### config.mk
export PLATFORM = sky130hd
export DESIGN_NAME = sobg_ctrl
export DESIGN_NICKNAME = d
export VERILOG_FILES = /design/src/rtl/sobg_pkg.sv /design/src/rtl/sobg_ctrl.sv
export SDC_FILE = /design/constraint.sdc
export NUM_CORES = 1
export LEC_CHECK = 0
export ABC_AREA = 1
export BUFFER_PORTS_ARGS = -buffer_cell sky130_fd_sc_hd__clkbuf_2
export CORE_UTILIZATION = 40
export CTS_CLUSTER_DIAMETER = 200
export DETAILED_ROUTE_END_ITERATION = 10
export HOLD_SLACK_MARGIN = 0.12
export REMOVE_ABC_BUFFERS = 1
export SETUP_SLACK_MARGIN = 0.4
export SYNTH_ARGS = -nofsm -noshare
export SYNTH_HDL_FRONTEND = slang
export SYNTH_SLANG_ARGS = --single-unit
### constraint.sdc
create_clock -name clk -period 4 [get_ports clk]
set_input_delay 0 -clock clk [delete_from_list [all_inputs] [get_ports clk]]
set_output_delay 0 -clock clk [all_outputs]
set_load 0.02 [all_outputs]
### src/rtl/sobg_pkg.sv
// Package: shared constants, types and a helper function for the Sobel gradient stream unit
package sobg_pkg;

    localparam int MAX_WIDTH  = 1024;
    localparam int COL_W      = $clog2(MAX_WIDTH);
    localparam int FW_W       = 11;
    localparam int FH_W       = 12;
    localparam int PIX_W      = 8;
    localparam int SUM_W      = 10;
    localparam int GRAD_W     = 11;
    localparam int OROW_W     = 12;
    localparam int OCOL_W     = 10;
    localparam int CFG_IDX_W  = 2;
    localparam int CFG_DATA_W = 12;
    localparam int LBUF_W     = 2 * PIX_W;

    localparam logic [CFG_IDX_W-1:0] REG_FRAME_WIDTH  = CFG_IDX_W'(0);
    localparam logic [CFG_IDX_W-1:0] REG_FRAME_HEIGHT = CFG_IDX_W'(1);

    localparam logic [FW_W-1:0] MIN_DIM_W       = FW_W'(3);
    localparam logic [FH_W-1:0] MIN_DIM_H       = FH_W'(3);
    localparam logic [FW_W-1:0] MAX_WIDTH_V     = FW_W'(MAX_WIDTH);
    localparam logic [FW_W-1:0] RESET_WIDTH     = FW_W'(640);
    localparam logic [FH_W-1:0] RESET_HEIGHT    = FH_W'(480);

    typedef struct packed {
        logic               valid;
        logic [PIX_W-1:0]   pixel;
        logic [COL_W-1:0]   col;
        logic [FH_W-1:0]    row;
        logic               produce;
        logic               last;
    } stage_t;

    function automatic logic [SUM_W-1:0] weighted(
        input logic [PIX_W-1:0] a,
        input logic [PIX_W-1:0] b,
        input logic [PIX_W-1:0] c
    );
        weighted = SUM_W'(a) + SUM_W'({b, 1'b0}) + SUM_W'(c);
    endfunction

endpackage

### src/rtl/sobg_ctrl.sv
// Frame size registers, raster counters and the input stage register
module sobg_ctrl (
    input  logic                           clk,
    input  logic                           rst_n,
    input  logic                           cfg_valid,
    input  logic [sobg_pkg::CFG_IDX_W-1:0]  cfg_index,
    input  logic [sobg_pkg::CFG_DATA_W-1:0] cfg_data,
    input  logic                           accept,
    input  logic                           adv,
    input  logic [sobg_pkg::PIX_W-1:0]      pixel,
    output logic [sobg_pkg::COL_W-1:0]      rd_addr,
    output sobg_pkg::stage_t               stage
);

    logic [sobg_pkg::FW_W-1:0]  width_reg,  width_next;
    logic [sobg_pkg::FH_W-1:0]  height_reg, height_next;
    logic [sobg_pkg::COL_W-1:0] col_reg,    col_next;
    logic [sobg_pkg::FH_W-1:0]  row_reg,    row_next;
    sobg_pkg::stage_t           stage_reg,  stage_next;

    logic [sobg_pkg::FW_W-1:0]  fw_raw;
    logic [sobg_pkg::FH_W-1:0]  fh_raw;
    logic                       cfg_hit;
    logic                       col_end;
    logic                       row_end;

    always_comb
    begin
        fw_raw      = cfg_data[sobg_pkg::FW_W-1:0];
        fh_raw      = cfg_data[sobg_pkg::FH_W-1:0];
        width_next  = width_reg;
        height_next = height_reg;
        cfg_hit     = 1'b0;
        if (cfg_valid)
        begin
            unique case (cfg_index)
                sobg_pkg::REG_FRAME_WIDTH:
                begin
                    cfg_hit = 1'b1;
                    if (fw_raw < sobg_pkg::MIN_DIM_W)
                        width_next = sobg_pkg::MIN_DIM_W;
                    else if (fw_raw > sobg_pkg::MAX_WIDTH_V)
                        width_next = sobg_pkg::MAX_WIDTH_V;
                    else
                        width_next = fw_raw;
                end
                sobg_pkg::REG_FRAME_HEIGHT:
                begin
                    cfg_hit = 1'b1;
                    if (fh_raw < sobg_pkg::MIN_DIM_H)
                        height_next = sobg_pkg::MIN_DIM_H;
                    else
                        height_next = fh_raw;
                end
                default:
                begin
                    cfg_hit = 1'b0;
                end
            endcase
        end
    end

    always_comb
    begin
        col_end  = ((sobg_pkg::FW_W + 1)'(col_reg) + 1'b1) >= (sobg_pkg::FW_W + 1)'(width_reg);
        row_end  = ((sobg_pkg::FH_W + 1)'(row_reg) + 1'b1) >= (sobg_pkg::FH_W + 1)'(height_reg);
        col_next = col_reg;
        row_next = row_reg;
        if (cfg_hit)
        begin
            col_next = '0;
            row_next = '0;
        end
        else if (accept)
        begin
            if (col_end)
            begin
                col_next = '0;
                row_next = row_end ? '0 : row_reg + 1'b1;
            end
            else
            begin
                col_next = col_reg + 1'b1;
            end
        end
    end

    always_comb
    begin
        stage_next = stage_reg;
        if (accept)
        begin
            stage_next.valid   = 1'b1;
            stage_next.pixel   = pixel;
            stage_next.col     = col_reg;
            stage_next.row     = row_reg;
            stage_next.produce = (row_reg >= sobg_pkg::FH_W'(2)) &&
                                 (col_reg >= sobg_pkg::COL_W'(2));
            stage_next.last    = col_end && row_end;
        end
        else if (adv)
        begin
            stage_next.valid = 1'b0;
        end
    end

    always_ff @(posedge clk or negedge rst_n)
    begin
        if (!rst_n)
        begin
            width_reg  <= sobg_pkg::RESET_WIDTH;
            height_reg <= sobg_pkg::RESET_HEIGHT;
            col_reg    <= '0;
            row_reg    <= '0;
            stage_reg  <= '0;
        end
        else
        begin
            width_reg  <= width_next;
            height_reg <= height_next;
            col_reg    <= col_next;
            row_reg    <= row_next;
            stage_reg  <= stage_next;
        end
    end

    assign rd_addr = col_reg;
    assign stage   = stage_reg;

endmodule

==> summary.md <==
| Metric | Value |
|---|---|
| Status | `finished clean` |
| Antenna violations before repair | `0` |
| Register Area | `1959 um^2` |
| Synth Area in Adders | `0.07901` |
| Kind of critical path | `flip-flop to flip-flop` |
| Most common cell after layout, fill and taps aside | `nand2_1` |
| RSZ-0062 raised after global routing | `no` |
| Vias in the first global route | `about 3600` |
| Max_cap viols | `0` |
| Fill count | `1067` |
| Type of destination of the critical path | `flip-flop` |
| Layout cells sized above 1 | `0.1731` |
| Synth cell types | `29` |
| Clock transition at the registers of the reported paths | `about 0.08 ns` |
| Area growth from synthesis to layout | `20.29%` |
| Slew Limit Fails | `0` |
| Top FF cell, synth | `dfrtp_1` |
| Post-CTS sizing | `0` |
| Synth Area in Compound Gates | `0.05672` |
| Total GRT Usage | `0.1977` |
| Root Buffer | `clkbuf_8` |
| Slew margin rel. | `0.2684` |
| 1st-iter DRT viols | `between 100 and 150` |
| Die area | `between 10000 and 15000 um^2` |
| PortBufs | `between 60 and 70` |
| Hold_buf cts | `25` |
| ANT cells | `0` |
| Multiplexer share of the synthesized area | `0` |
| Cell Rows | `38` |
| Crit-path max cell delay | `approximately 0.53 ns` |
| Multi-input gate area | `2074 um^2` |
| Detailed Routing Iterations Pass 1 | `6` |
| Cell Area, Synth | `between 4000 and 5000 um^2` |
| CTS buffer count | `9` |
| Cell count after synthesis | `577` |
| Endpoints failing setup | `0` |
| Core Region | `around 11000 um^2` |
| Slowest cell on crit path | `dfrtp_1` |
| Final #Nets | `slightly above 700` |
| Post-synthesis simple-gate area fraction | `0.3104` |
| DRC errors left | `0` |
| Crit-path most repeated cell | `nand2_1` |
| Ys async rst share | `1.000` |
| DR vias/cell | `4.786` |
| Highest clock rate | `between 0.3 and 0.4 GHz` |
| IR drop worst, VDD | `0.0001833 V` |
| Yosys reg bits | `between 70 and 80` |
| Worst path top cell family by delay | `simple AND/OR/NAND/NOR gates` |
| Post-synth EDFFs | `0` |
| Buffers plus inverters on the worst setup path | `2` |
| Worst hold path class | `input port to flip-flop` |
| Final hold violation count | `0` |
| Pin count of the biggest net entering global routing | `slightly below 80` |
| Worst-Margin Slew | `1.093 ns` |
| Clock skew | `approximately 0.011 ns` |
| Drt wl/cell | `13.12 um` |
| Drt total wl | `10630 um` |
| Clk sinks | `78` |
| LEAKAGE | `roughly 3.0 nW` |
| Placer Congestion | `between 0.8 and 0.9` |
| Final Cycle Share | `0.7445` |
| HPWL Detailed | `7591 um` |
| Commonest cells after routing, fill and taps aside | `184 x nand2_1, 79 x inv_1, 72 x dfrtp_1` |
| Crit path cell chain | `ha_1, nand3_1, nor2_1, nand3_1, nand2_1, inv_1, ha_1, nand2_1, inv_2, nand2_1, nand2_1, a21boi_1, nand2_4, nand2_2, nand3_1, nand2_1` |
| CTS tree | `built` |
| Startpoint types | `flip-flop` |
| Initial core utilization | `0.4090` |
| First-pass GRT wire length | `17480 um` |
| Post-Synth XOR/XNOR Area | `0.02173` |
| Routed vias | `between 3000 and 4000` |
| Die span in y | `approximately 110 um` |
| Pwr Density | `roughly 390 nW/um^2` |
| Syn_area_per_cell | `7.685 um^2` |
| I/O Pins | `70` |
| WP data required | `approximately 4.3 ns` |
| Antenna-violating nets left | `0` |
| Max H-tree Level | `3` |
| Clock period minus worst slack | `between 2 and 3 ns` |
| Chip Width | `roughly 110 um` |
| Clock Path Buffers | `2` |
| YS warnings | `0` |
| Largest fanout on the critical path | `14` |
| Post-route setup TNS | `0 ns` |
| Post-synthesis sequential area ratio | `0.4419` |
| Setup Buffers After CTS | `0` |
| Combinational family with the most area after synthesis | `simple AND/OR/NAND/NOR gates` |
| WP data arrival | `approximately 3.3 ns` |
| Worst-Skew Late Latency | `~0.36 ns` |
| Max reg flops | `33` |
| Overflow after GRT | `0` |
| Pwr Total | `between 2 and 2.5 mW` |
-- cells by family after synthesis --
| family | after synthesis |
|---|---|
| buffers and inverters | 99 |
| DFF | 78 |
| AOI/OAI and AO/OA | 48 |
| adders and majority gates | 28 |
| and+or+nand+nor | 313 |
| xor gates and xnor gates | 11 |
-- path summary, 6_finish.rpt --
| check | cells past startpoint | slack (ns) | endpoint | start |
|---|---|---|---|---|
| max | 16 | 1.02 | row_reg[11] | rd_addr[0] |
| min | 6 | 0.15 | row_reg[0] | cfg_valid |
| max reg2reg | 16 | 1.02 | row_reg[11] | rd_addr[0] |
| min reg2reg | 2 | 0.48 | stage[26] | stage[26] |
| max in group asynchronous | 2 | 3.02 | rd_addr[7] | rst_n |
| min in group asynchronous | 2 | 0.35 | row_reg[11] | rst_n |
-- area by class of cell --
class / count / share of cell area
Timing Repair Buffer: 95 / 0.1135
Tap cell: 140 / 0.03284
Clock buffer: 12 / 0.02721
Multi-Input combinational cell: 400 / 0.3889
Sequential cell: 78 / 0.3673
Clock inverter: 4 / 0.01314
Inverter: 81 / 0.05700
-- power breakdown --
part | internal, mW | switching [mW] | total, mW
sequential | 0.873 | 0.0660 | 0.939
clock | 0.367 | 0.294 | 0.661
combinational | 0.172 | 0.313 | 0.485
total | 1.41 | 0.672 | 2.09
-- cells in the mapped netlist, types with 5 or more instances --
master | number | share of area
a21oi_1 | 8 | 0.0090
buf_2 | 5 | 0.0056
clkbuf_1 | 10 | 0.0085
dfrtp_1 | 72 | 0.41
dfstp_2 | 6 | 0.036
ha_1 | 28 | 0.079
inv_1 | 79 | 0.067
nand2_1 | 184 | 0.16
nand2_2 | 7 | 0.0099
nand3_1 | 41 | 0.046
nand3_2 | 10 | 0.023
nand4_1 | 5 | 0.0071
nor2_1 | 50 | 0.042
nor3_1 | 6 | 0.0068
o21ai_0 | 33 | 0.037
xor2_1 | 10 | 0.020
-- worst reg2reg max path: cells and delay by family (launching register included) --
| kind | cells | cell delay (ns) |
|---|---|---|
| simple gates | 11 | 1.50 |
| fa+ha+maj | 2 | 0.56 |
| flops | 1 | 0.53 |
| compound gates | 1 | 0.21 |
| buf+inv | 2 | 0.11 |
-- metal layers --
layer  GRT usage  vias up  share of wire
li1            -     1977              -
met5           0        -              0
met2      0.3069       95           0.44
met1      0.2761     1793           0.50
met3     0.03390       12          0.042
met4     0.07339        0          0.015
-- per-stage QoR --
| stage | worst slack, ns | instance area [um^2] | hold WS, ns | cells | utilization |
|---|---|---|---|---|---|
| after detailed placement | 1.068 | 4868 | 0.1982 | 769 | 0.4491 |
| after floorplan | 1.459 | 4338 | -0.2956 | 559 | - |
| after CTS | 1.043 | 5334 | 0.1408 | 810 | 0.4920 |
| final | 1.022 | 5334 | 0.1513 | 810 | 0.4920 |
| after global routing | 0.8209 | 5334 | 0.1924 | 810 | 0.4920 |
| after global placement | 1.135 | 4868 | 0.1933 | 769 | 0.4491 |
(Power assumes the default switching activity.)
