===== src/rtl/sobg_pkg.sv =====
// Package: shared constants, types and a helper function for the Sobel gradient stream unit
package sobg_pkg;

    localparam int MAX_WIDTH  = 1024;
    localparam int COL_W      = $clog2(MAX_WIDTH);
    localparam int FW_W       = 11;
    localparam int FH_W       = 12;
    localparam int PIX_W      = 8;
    localparam int SUM_W      = 10;
    localparam int GRAD_W     = 11;
    localparam int OROW_W     = 12;
    localparam int OCOL_W     = 10;
    localparam int CFG_IDX_W  = 2;
    localparam int CFG_DATA_W = 12;
    localparam int LBUF_W     = 2 * PIX_W;

    localparam logic [CFG_IDX_W-1:0] REG_FRAME_WIDTH  = CFG_IDX_W'(0);
    localparam logic [CFG_IDX_W-1:0] REG_FRAME_HEIGHT = CFG_IDX_W'(1);

    localparam logic [FW_W-1:0] MIN_DIM_W       = FW_W'(3);
    localparam logic [FH_W-1:0] MIN_DIM_H       = FH_W'(3);
    localparam logic [FW_W-1:0] MAX_WIDTH_V     = FW_W'(MAX_WIDTH);
    localparam logic [FW_W-1:0] RESET_WIDTH     = FW_W'(640);
    localparam logic [FH_W-1:0] RESET_HEIGHT    = FH_W'(480);

    typedef struct packed {
        logic               valid;
        logic [PIX_W-1:0]   pixel;
        logic [COL_W-1:0]   col;
        logic [FH_W-1:0]    row;
        logic               produce;
        logic               last;
    } stage_t;

    function automatic logic [SUM_W-1:0] weighted(
        input logic [PIX_W-1:0] a,
        input logic [PIX_W-1:0] b,
        input logic [PIX_W-1:0] c
    );
        weighted = SUM_W'(a) + SUM_W'({b, 1'b0}) + SUM_W'(c);
    endfunction

endpackage


===== src/rtl/sobg_kernel.sv =====
// 3x3 window, Sobel gradient arithmetic and the result register
module sobg_kernel (
    input  logic                              clk,
    input  logic                              rst_n,
    input  sobg_pkg::stage_t                  stage,
    input  logic [sobg_pkg::LBUF_W-1:0]        rd_data,
    input  logic                              out_stall,
    output logic                              adv,
    output logic [sobg_pkg::LBUF_W-1:0]        wr_data,
    output logic                              out_valid,
    output logic signed [sobg_pkg::GRAD_W-1:0] grad_x,
    output logic signed [sobg_pkg::GRAD_W-1:0] grad_y,
    output logic [sobg_pkg::OROW_W-1:0]        out_row,
    output logic [sobg_pkg::OCOL_W-1:0]        out_col,
    output logic                              last_of_frame
);

    logic [sobg_pkg::PIX_W-1:0] win_reg [3][3];
    logic [sobg_pkg::PIX_W-1:0] top_px;
    logic [sobg_pkg::PIX_W-1:0] mid_px;
    logic [sobg_pkg::SUM_W-1:0] sum_right, sum_left, sum_bottom, sum_top;

    logic                              out_valid_reg, out_valid_next;
    logic signed [sobg_pkg::GRAD_W-1:0] grad_x_reg, grad_x_next;
    logic signed [sobg_pkg::GRAD_W-1:0] grad_y_reg, grad_y_next;
    logic [sobg_pkg::OROW_W-1:0]        out_row_reg, out_row_next;
    logic [sobg_pkg::OCOL_W-1:0]        out_col_reg, out_col_next;
    logic                              last_reg, last_next;

    assign top_px  = rd_data[sobg_pkg::LBUF_W-1:sobg_pkg::PIX_W];
    assign mid_px  = rd_data[sobg_pkg::PIX_W-1:0];
    assign wr_data = {mid_px, stage.pixel};

    assign adv = stage.valid && (!stage.produce || !out_valid_reg || !out_stall);

    // window columns after the shift: old col 1, old col 2, new column
    always_comb
    begin
        sum_right  = sobg_pkg::weighted(top_px, mid_px, stage.pixel);
        sum_left   = sobg_pkg::weighted(win_reg[0][1], win_reg[1][1], win_reg[2][1]);
        sum_bottom = sobg_pkg::weighted(win_reg[2][1], win_reg[2][2], stage.pixel);
        sum_top    = sobg_pkg::weighted(win_reg[0][1], win_reg[0][2], top_px);
    end

    always_comb
    begin
        out_valid_next = out_valid_reg;
        grad_x_next    = grad_x_reg;
        grad_y_next    = grad_y_reg;
        out_row_next   = out_row_reg;
        out_col_next   = out_col_reg;
        last_next      = last_reg;
        if (adv && stage.produce)
        begin
            out_valid_next = 1'b1;
            grad_x_next    = $signed({1'b0, sum_right})  - $signed({1'b0, sum_left});
            grad_y_next    = $signed({1'b0, sum_bottom}) - $signed({1'b0, sum_top});
            out_row_next   = sobg_pkg::OROW_W'(stage.row - 1'b1);
            out_col_next   = sobg_pkg::OCOL_W'(stage.col - 1'b1);
            last_next      = stage.last;
        end
        else if (out_valid_reg && !out_stall)
        begin
            out_valid_next = 1'b0;
        end
    end

    always_ff @(posedge clk or negedge rst_n)
    begin
        if (!rst_n)
        begin
            out_valid_reg <= 1'b0;
            for (int i = 0; i < 3; i++)
            begin
                for (int j = 0; j < 3; j++)
                begin
                    win_reg[i][j] <= '0;
                end
            end
        end
        else
        begin
            out_valid_reg <= out_valid_next;
            if (adv)
            begin
                for (int i = 0; i < 3; i++)
                begin
                    win_reg[i][0] <= win_reg[i][1];
                    win_reg[i][1] <= win_reg[i][2];
                end
                win_reg[0][2] <= top_px;
                win_reg[1][2] <= mid_px;
                win_reg[2][2] <= stage.pixel;
            end
        end
    end

    always_ff @(posedge clk)
    begin
        grad_x_reg  <= grad_x_next;
        grad_y_reg  <= grad_y_next;
        out_row_reg <= out_row_next;
        out_col_reg <= out_col_next;
        last_reg    <= last_next;
    end

    assign out_valid     = out_valid_reg;
    assign grad_x        = grad_x_reg;
    assign grad_y        = grad_y_reg;
    assign out_row       = out_row_reg;
    assign out_col       = out_col_reg;
    assign last_of_frame = last_reg;

endmodule


===== config.mk =====
export PLATFORM = sky130hd
export DESIGN_NAME = sobg_kernel
export DESIGN_NICKNAME = d
export VERILOG_FILES = /design/src/rtl/sobg_pkg.sv /design/src/rtl/sobg_kernel.sv
export SDC_FILE = /design/constraint.sdc
export NUM_CORES = 1
export LEC_CHECK = 0
export BUFFER_PORTS_ARGS = -buffer_cell sky130_fd_sc_hd__clkbuf_2
export CAP_MARGIN = 20
export CORE_ASPECT_RATIO = 1.4
export CORE_MARGIN = 8
export CORE_UTILIZATION = 60
export CTS_CLUSTER_DIAMETER = 30
export DETAILED_ROUTE_END_ITERATION = 10
export MAX_ROUTING_LAYER = met4
export PLACE_DENSITY_LB_ADDON = 0.25
export SLEW_MARGIN = 20
export SYNTH_ARGS = -nofsm -noshare
export SYNTH_HDL_FRONTEND = slang
export SYNTH_SLANG_ARGS = --single-unit

===== constraint.sdc =====
create_clock -name clk -period 6.6 [get_ports clk]
set_input_delay 0.99 -clock clk [delete_from_list [all_inputs] [get_ports clk]]
set_output_delay 0.99 -clock clk [all_outputs]
set_load 0.05 [all_outputs]

==> impl_metrics.csv, run 1 <==
group,metric,value,unit
run_status,status,"complete, no violations",
setup_path,critical_path.endpoint_type,"flop",
synth,mapped_avg_cell_area,10.7,sq um
sta,worst_hold_slack_after_final_layout,471,ps
floorplanning,rows,43,
synth,synthTopCellsByArea,"edfxtp_1 (23%), fa_1 (21%), dfrtp_1 (20%)",
cts,insertion_delay,340,ps
cells_and_area,largest_reg_flops,48,
cts,cts.repair_timing.setup_buffer_count,0,
sta,post-route-min-period,4060,ps
grt,grt_pass1_vias,4315,
cts,cts_max_level,3,
drt,routedWlPerCell,14.1,um
setup_path,cp.required,6690,ps
cells_and_area,mostFrequentLayoutCells,"inv_1 (135), clkbuf_2 (114), nand2_1 (75)",
synth,yosys_warnings,0,
cts,clk_pin_slew,60,ps
synth,synth.net_count,697,
synth,synth_top_cell_by_area,"edfxtp_1",
synth,synth.yosys.seq_area_share,43.1,%
cts,cts_resized,0,
cells_and_area,final_nets,800,
floorplanning,die_height,134,um
setup_path,worst_path_max_fanout,3,
drt,detail_route.vias_per_cell,4.96,
synth,asyncSetResetFlopFracSynth,52.1,%
sta,setup_total_negative_slack,0,ps
sta,timing.max_slew.rel_slack,32.5,%
cells_and_area,area.growth.synth_to_final,14.5,%
cts,ctsRootBufferMaster,"clkbuf_16",
drt,detail-route-antenna-nets,0,
floorplanning,core_area,9790,sq um
synth,yosys_register_bits,94,
grt,grt_first_pass_wirelength,19.1,mm
synth,ys_dominant_reg_cell,"dfrtp_1",
cts,numClockSinks,94,
cts,hold_fix_buffer_count_after_cts,0,
synth,netlist.area_leader.share,22.6,%
drt,drtIter0Drc,170,
job,drv_cap,0,
sta,hold_viol,0,
sta,clock.fmax,246,MHz
drt,num_vias,3969,
floorplanning,die_area,13500,sq um
setup_path,setup.worst_path.start_class,"input pin",
synth,mappedNetlistArea,5990,sq um
hold_path,min-delay-path-class,"flop to flop",
power,p_leak,3.44,nW
sta,final_max_slew_viol_count,0,
place,detailed_place_hpwl,8.93,mm
grt,remaining_global_route_overflow,0,
sta,finalSetupViolations,0,
drt,drcViolationCount,0,
power,pwr_density_cell,473,nW/um^2
power,report.power.total,3.24,mW
sta,finalCritPeriodShare,61.5,%
synth,number_of_enable_type_register_cells_in_the_synthesized_netlist,45,
cells_and_area,final_util,70.0,%
sta,rsz0062_at_grt,"no",
floorplanning,chipWidth,100,um
cts,tritoncts_clock_tree,"built",
sta,final.setup_skew,4.69,ps
cells_and_area,antennaDiodeCount,0,
cells_and_area,multi_input_comb_area,2750,sq um
floorplanning,initial_utilization,61.1,%
place,port_buffers,114,
drt,drt_pass1_iterations,4,
power,irDropWorstVdd,0.246,mV
grt,number_of_antenna_violations_at_the_first_check_in_global_routing,0,
cells_and_area,layout_commonest_cell,"inv_1",
place,finalWeightedCongestion,0.811,
synth,synth_cell_types,38,
cells_and_area,drive_above_1_share,20.5,%
cells_and_area,register_area,2580,sq um
cts,cts_inserted_buffers,9,
cells_and_area,fillers,752,
sta,worst_slew_pin_slew,1010,ps
cts,bufs_on_longest_clock_path,2,
synth,post_synth_inst_count,557,
grt,grt_max_degree,64,
setup_path,cp_data_arrival_time,4150,ps
drt,wl,11.3,mm
floorplanning,num_io_pins,115,
setup_path,worst-setup-path-type,"input pin to flop",
grt,grt_usage,18.5,%
[through the flow]
stage               setup WS (ps)  std cells  instance area, sq um
global placement             2240        784                  6600
global route                 2220        800                  6860
floorplan                    2490        557                  5990
finish                       2540        800                  6860
detailed placement           2200        784                  6600
CTS                          2530        800                  6860
[synthesized netlist by cell type, types with 2 or more instances]
cell type,number
inv_1,135
nand2_1,75
fa_1,62
dfrtp_1,49
edfxtp_1,45
o21ai_0,42
ha_1,26
buf_4,16
xor2_1,16
nor2_1,15
xnor2_1,13
clkbuf_1,8
nor3_1,7
nand3_1,6
a211oi_1,4
a21o_1,4
a21oi_1,4
o21a_1,4
nand2b_1,3
a31oi_1,2
and3_1,2
nor2b_1,2
o2111ai_1,2
[path summary, 6_finish.rpt]
check	start	endpoint	slack, ps	cells past startpoint
min in group asynchronous	rst_n	win_reg[39]	750	2
worst min register to register	win_reg[24]	win_reg[32]	470	2
worst min-delay path	win_reg[24]	win_reg[32]	470	2
worst max register to register	win_reg[58]	grad_x[9]	2950	11
max in group asynchronous	rst_n	win_reg[8]	5430	2
worst max-delay path	stage[24]	grad_x[9]	2540	16
[final cells by class]
type / instances / share of cell area [%]
multi-input cells: 302 / 40.1
flip-flops and latches: 94 / 37.6
repair buffers: 117 / 8.65
inverters: 136 / 7.45
clock buffers: 10 / 3.34
well taps: 135 / 2.46
clock inverters: 6 / 0.438
[power breakdown]
part | switching [mW] | internal, mW | total, mW
sequential | 0.0397 | 0.843 | 0.882
clock | 0.211 | 0.251 | 0.462
combinational | 1.14 | 0.760 | 1.90
total | 1.39 | 1.85 | 3.24
[worst max-delay path, stage by stage]
cell and delay (ps):
clkbuf_2 90, inv_1 80, fa_1 540, inv_1 50, fa_1 350, inv_1 80
fa_1 420, inv_1 70, ha_1 210, inv_1 70, fa_1 400, nor2b_1 170
o211ai_1 110, a21boi_0 290, o41ai_1 120, xnor2_1 130
[cells by family after synthesis]
group / share of synthesized area [%]
DFF: 43.1
buffers and inverters: 11.1
adders and majority gates: 26.2
and+or+nand+nor: 8.63
AOI/OAI and AO/OA: 6.81
xor gates and xnor gates: 4.24
[layer usage]
| layer | up-vias | share of wire (%) | track usage (%) |
|---|---|---|---|
| met2 | 102 | 56 | 33.5 |
| met5 | - | 0 | - |
| met1 | 1941 | 37 | 19.0 |
| met4 | 0 | 1.5 | 5.91 |
| li1 | 1913 | - | - |
| met3 | 13 | 6.0 | 4.41 |
Power figures use the tool's default switching activity.
==> run 2: changes to the inputs <==
ABC_AREA = 1   (was default)
CORE_UTILIZATION = 51   (was 60)
clock period = 3.6 ns   (was 6.6 ns; I/O delays follow)
==> impl_metrics.csv, run 2 <==
group,metric,value,unit
run_status,status,"complete, no violations",
synth,netlist.area_leader.share,21.1,%
sta,final.setup_skew,6.76,ps
power,irDropWorstVdd,0.410,mV
setup_path,worst_path_max_fanout,3,
sta,post-route-min-period,3330,ps
synth,yosys_register_bits,94,
synth,synth_top_cell_by_area,"edfxtp_1",
grt,grt_max_degree,65,
grt,grt_pass1_vias,4916,
synth,synth.yosys.seq_area_share,40.2,%
synth,synth_cell_types,26,
setup_path,cp_cell_sequence,"inv_1, fa_1, fa_1, inv_1, fa_1, inv_1, ha_1, nand3_1, nand3_1, nand2_1, nand2_1, nand2_1, nand2_1",
synth,synth.net_count,820,
cells_and_area,final_util,59.3,%
power,p_leak,3.84,nW
setup_path,regToRegStartpoint,"win_reg[10]",
synth,number_of_enable_type_register_cells_in_the_synthesized_netlist,45,
synth,asyncSetResetFlopFracSynth,52.1,%
place,port_buffers,114,
place,dp_worst_setup_slack,-35.8,ps
setup_path,worst-setup-path-type,"flop to flop",
grt,global_route.usage.met3,3.35,%
cells_and_area,antennaDiodeCount,0,
sta,worst_slew_pin_slew,906,ps
cts,cts.repair_timing.setup_buffer_count,0,
power,power.combinational.fraction,60.1,%
synth,synth_top_cells_by_count,"inv_1 (173), nand2_1 (166), fa_1 (62)",
cells_and_area,largest_reg_flops,48,
cts,cts_resized,0,
synth,ys_dominant_reg_cell,"dfrtp_1",
cts,cts_max_level,3,
setup_path,cp_data_arrival_time,3430,ps
job,drv_cap,0,
grt,grt_usage,17.2,%
sta,setup_total_negative_slack,0,ps
synth,mapped_avg_cell_area,9.42,sq um
synth,synthTopCellsByArea,"edfxtp_1 (21%), fa_1 (19%), dfrtp_1 (19%)",
sta,worst_hold_slack_after_final_layout,321,ps
grt,globalRouteMet2Util,30.2,%
drt,drtIter0Drc,169,
grt,grt_first_pass_wirelength,22.4,mm
sta,clock.fmax,300,MHz
cells_and_area,layout_commonest_cell,"inv_1",
drt,detail-route-antenna-nets,0,
cts,clk_pin_slew,70,ps
cts,ctsRootBufferMaster,"clkbuf_16",
power,clockPowerShare,15.6,%
sta,final_max_slew_viol_count,0,
power,switching_power,3.06,mW
sta,hold_viol,0,
grt,number_of_antenna_violations_at_the_first_check_in_global_routing,0,
hold_path,min-delay-path-class,"input pin to asynchronous set/reset pin",
setup_path,slowest_stage,"fa_1",
setup_path,cp.required,3700,ps
sta,finalSetupViolations,0,
floorplanning,die_height,149,um
setup_path,r2r_setup_slk,270,ps
floorplanning,rows,48,
cells_and_area,area.growth.synth_to_final,14.1,%
power,cell_internal_pwr,3.53,mW
drt,wl,13.0,mm
synth,top_count_cell_post_synth,"inv_1",
setup_path,critical_path.endpoint_type,"flop",
sta,finalCritPeriodShare,92.5,%
cts,hold_fix_buffer_count_after_cts,0,
setup_path,crit_path_frequent_cell,"nand2_1",
synth,mappedNetlistArea,6400,sq um
sta,post-route-worst-setup-slack,269,ps
setup_path,setup.worst_path.start_class,"flop",
cells_and_area,drive_above_1_share,19.3,%
power,sequential_share_of_power,24.3,%
place,finalWeightedCongestion,0.887,
cells_and_area,final_nets,924,
floorplanning,initial_utilization,52.0,%
floorplanning,num_io_pins,115,
synth,yosys_warnings,0,
cts,tritoncts_clock_tree,"built",
cts,insertion_delay,350,ps
grt,grt_busiest_layer,"met2",
power,power.switching_fraction,46.4,%
cts,numClockSinks,94,
floorplanning,die_area,16500,sq um
setup_path,critical_path.reg2reg.endpoint,"grad_x[8]",
cts,bufs_on_longest_clock_path,2,
floorplanning,core_area,12300,sq um
drt,routedWlPerCell,13.8,um
synth,post_synth_inst_count,680,
drt,drcViolationCount,0,
grt,remaining_global_route_overflow,0,
power,report.power.total,6.59,mW
sta,timing.max_slew.rel_slack,39.6,%
floorplanning,chipWidth,111,um
power,pwr_density_cell,902,nW/um^2
drt,drt_pass1_iterations,4,
cts,cts_inserted_buffers,9,
grt,global_route.usage.met1,19.0,%
sta,rsz0062_at_grt,"no",
drt,num_vias,4486,
drt,detail_route.vias_per_cell,4.78,
place,detailed_place_hpwl,10.2,mm
setup_path,crit_path_max_incr_delay,590,ps
cells_and_area,mostFrequentLayoutCells,"inv_1 (172), nand2_1 (166), clkbuf_2 (113)",
setup_path,ff2ff_path_depth,13,
run 2: cell count changes after synthesis, moves of 7 or more:
cell | previous run | this run
xor2_1 | 16 | 8
o21ai_2 | 0 | 12
nand3_1 | 6 | 19
clkbuf_1 | 8 | 0
nor3_1 | 7 | 0
nand2_1 | 75 | 166
o21ai_0 | 42 | 27
nor2_1 | 15 | 31
inv_1 | 135 | 173
run 2: metal layers:
layer,part of all wire (%),vias to the layer above
li1,-,2217
met1,41,2133
met2,53,118
met3,4.9,18
met4,1.5,0
met5,0,-
run 2: cells by family after synthesis:
logic type | count (synthesis) | synth area share, %
AO/OA/AOI/OAI | 48 | 4.53
AND/OR/NAND/NOR | 232 | 14.9
XOR/XNOR | 19 | 2.60
buffers and inverters | 199 | 13.3
adder cells (fa/ha/maj) | 88 | 24.5
flip-flops | 94 | 40.2
run 2: area by class of cell:
| class | instances | area (sq um) |
|---|---|---|
| Multi-Input combinational cell | 387 | 2980 |
| Tap cell | 150 | 188 |
| Sequential cell | 94 | 2580 |
| Timing Repair Buffer | 118 | 601 |
| Clock buffer | 12 | 236 |
| Fill cell | 1079 | 5000 |
| Inverter | 174 | 656 |
| Clock inverter | 4 | 71.3 |
run 2: worst max-delay path by stage:
stage,start,to,slack [ps],depth (start not counted)
floorplan,stage[24],grad_y[7],310,16
global placement,stage[24],grad_x[9],30,17
detailed placement,stage[24],grad_x[7],-40,17
CTS,win_reg[10],grad_x[8],250,13
global route,win_reg[56],grad_x[7],70,15
finish,win_reg[10],grad_x[8],270,13
run 2: metrics by stage:
step / instance area [sq um] / instances
5_1_grt: 7310 / 939
4_1_cts: 7310 / 939
3_5_place_dp: 7000 / 923
3_3_place_gp: 7000 / 923
6_report: 7310 / 939
2_1_floorplan: 6400 / 680
run 2: critical path, delay by kind of cell (launching register included):
kind | cells | cell delay, ps
adders and majority gates | 4 | 1960
DFF | 1 | 410
and+or+nand+nor | 6 | 500
buffers and inverters | 3 | 210
run 2: power groups by stage:
stage          logic (mW)  registers (mW)  clock network, mW
2_1_floorplan        2.73            2.07                  0
3_3_place_gp         3.91            1.62                  0
3_5_place_dp         4.00            1.62                  0
4_1_cts              4.03            1.60               1.04
5_1_grt              4.64            1.62               1.08
6_report             3.96            1.60               1.03
==> run 3: changes to the inputs <==
CORE_ASPECT_RATIO = 0.9   (was 1.4)
PLACE_DENSITY = 0.85   (was default)
PLACE_DENSITY_LB_ADDON = default   (was 0.25)
==> impl_metrics.csv, run 3 (synthesis results as in run 2) <==
group,metric,value,unit
cts,tritoncts_clock_tree,"built",
sta,post-route-worst-setup-slack,274,ps
drt,routedWlPerCell,13.3,um
grt,grt_pass1_vias,4513,
drt,wl,12.7,mm
sta,hold_viol,0,
cells_and_area,largest_reg_flops,48,
setup_path,worst-setup-path-type,"flop to flop",
cts,cts.repair_timing.setup_buffer_count,0,
grt,number_of_antenna_violations_at_the_first_check_in_global_routing,0,
setup_path,slowest_stage,"fa_1",
cells_and_area,antennaDiodeCount,0,
drt,drt_pass1_iterations,4,
drt,drtIter0Drc,263,
sta,worst_hold_slack_after_final_layout,267,ps
power,p_leak,3.85,nW
cts,cts_inserted_buffers,9,
setup_path,setup.worst_path.start_class,"flop",
cts,insertion_delay,350,ps
floorplanning,die_area,16400,sq um
cts,bufs_on_longest_clock_path,2,
hold_path,min-delay-path-class,"input pin to asynchronous set/reset pin",
setup_path,critPathTopFamily,"adder cells",
sta,worst_slew_pin_slew,797,ps
sta,post-route-min-period,3330,ps
floorplanning,initial_utilization,51.3,%
sta,final.setup_skew,6.43,ps
cells_and_area,drive_above_1_share,19.5,%
floorplanning,core_area,12500,sq um
sta,rsz0062_at_grt,"no",
drt,num_vias,4410,
setup_path,worstSetupEndpoint,"grad_y[9]",
floorplanning,rows,39,
setup_path,worst_path_max_fanout,3,
grt,globalRouteMet2Util,28.2,%
place,numPlacedInstances,938,
sta,final_max_slew_viol_count,0,
power,pwr_density_cell,913,nW/um^2
place,detailed_place_hpwl,10.1,mm
cts,cts_max_level,3,
cells_and_area,layout_commonest_cell,"inv_1",
cts,clk_pin_slew,70,ps
drt,drcViolationCount,0,
grt,remaining_global_route_overflow,0,
setup_path,crit_path_max_incr_delay,520,ps
setup_path,critical_path.reg2reg.endpoint,"grad_y[9]",
grt,grt_busiest_layer,"met2",
run_status,status,"complete, no violations",
sta,setup_total_negative_slack,0,ps
setup_path,cp.required,3710,ps
cts,numClockSinks,94,
power,irDropWorstVdd,0.423,mV
grt,global_route.usage.met1,19.2,%
setup_path,critical_path.startpoint,"win_reg[8]",
place,port_buffers,114,
place,finalWeightedCongestion,0.848,
cts,hold_fix_buffer_count_after_cts,0,
grt,grt_max_degree,65,
grt,grt_first_pass_wirelength,21.0,mm
power,report.power.total,6.70,mW
cells_and_area,final_nets,925,
setup_path,timing.critical_path.depth,16,
cts,ctsRootBufferMaster,"clkbuf_16",
job,drv_cap,0,
setup_path,regToRegStartpoint,"win_reg[8]",
setup_path,critical_path.endpoint_type,"flop",
setup_path,cp_data_arrival_time,3430,ps
grt,global_route.usage.met3,4.46,%
floorplanning,num_io_pins,115,
cells_and_area,final_cell_count_no_fill,954,
cells_and_area,fillers,1099,
setup_path,r2r_setup_slk,270,ps
sta,finalSetupViolations,0,
floorplanning,chipWidth,134,um
setup_path,ff2ff_path_depth,16,
sta,finalCritPeriodShare,92.4,%
setup_path,cp_cell_sequence,"inv_1, fa_1, inv_1, fa_1, inv_1, fa_1, inv_1, ha_1, inv_1, fa_1, inv_1, nand3_1, nand2_1, nand2_1, nand3_1, nand2_1",
place,dp_worst_setup_slack,-45.7,ps
cells_and_area,mostFrequentLayoutCells,"inv_1 (172), nand2_1 (166), clkbuf_2 (114)",
cells_and_area,area.growth.synth_to_final,14.6,%
setup_path,crit_path_frequent_cell,"inv_1",
floorplanning,die_height,122,um
sta,clock.fmax,301,MHz
cts,cts_resized,0,
setup_path,path_buf_inv,6,
drt,detail_route.vias_per_cell,4.62,
sta,timing.max_slew.rel_slack,46.9,%
grt,grt_usage,16.7,%
drt,detail-route-antenna-nets,0,
==> run 3: how the worst min path moves through the flow <==
stage,from,endpoint,slack (ps),cells past startpoint
after global placement,win_reg[24],win_reg[32],450,2
final,rst_n,win_reg[15],270,1
after global routing,rst_n,win_reg[15],330,1
after floorplan,rst_n,out_valid,240,0
after CTS,rst_n,win_reg[15],290,1
after detailed placement,win_reg[31],win_reg[39],460,2
==> run 3: per-layer routing <==
metal / part of all wire [%] / routed length, um / up-vias
met5: 0 / 0 / -
met4: 1.4 / 176 / 0
met3: 4.0 / 509 / 12
met2: 52 / 6590 / 81
met1: 43 / 5440 / 2086
li1: - / - / 2231
==> run 3: layout make-up <==
class	count	area, sq um	share of cell area [%]
Multi-Input combinational cell	387	2980	40.6
Inverter	174	656	8.93
Sequential cell	94	2580	35.1
Timing Repair Buffer	119	608	8.28
Tap cell	164	205	2.79
Clock inverter	3	67.6	0.920
Clock buffer	13	250	3.41
==> run 3: worst reg2reg max path: cells and delay by family (launching register included) <==
family        cells  cell delay [ps]
fa+ha+maj         5             1860
buf+inv           6              440
flops             1              350
simple gates      5              430
==> run 3: where the power goes <==
group          internal, mW  leakage, nW  switching, mW
logic                  1.41         2.68           2.67
clock network         0.628        0.150          0.392
registers              1.53         1.03         0.0739
total                  3.57         3.85           3.13
==> run 3: through the flow <==
step	utilization (%)	area, sq um
after floorplan	-	6400
after global placement	56.2	7020
after detailed placement	56.2	7020
after CTS	58.8	7340
after global routing	58.8	7340
final	58.8	7340
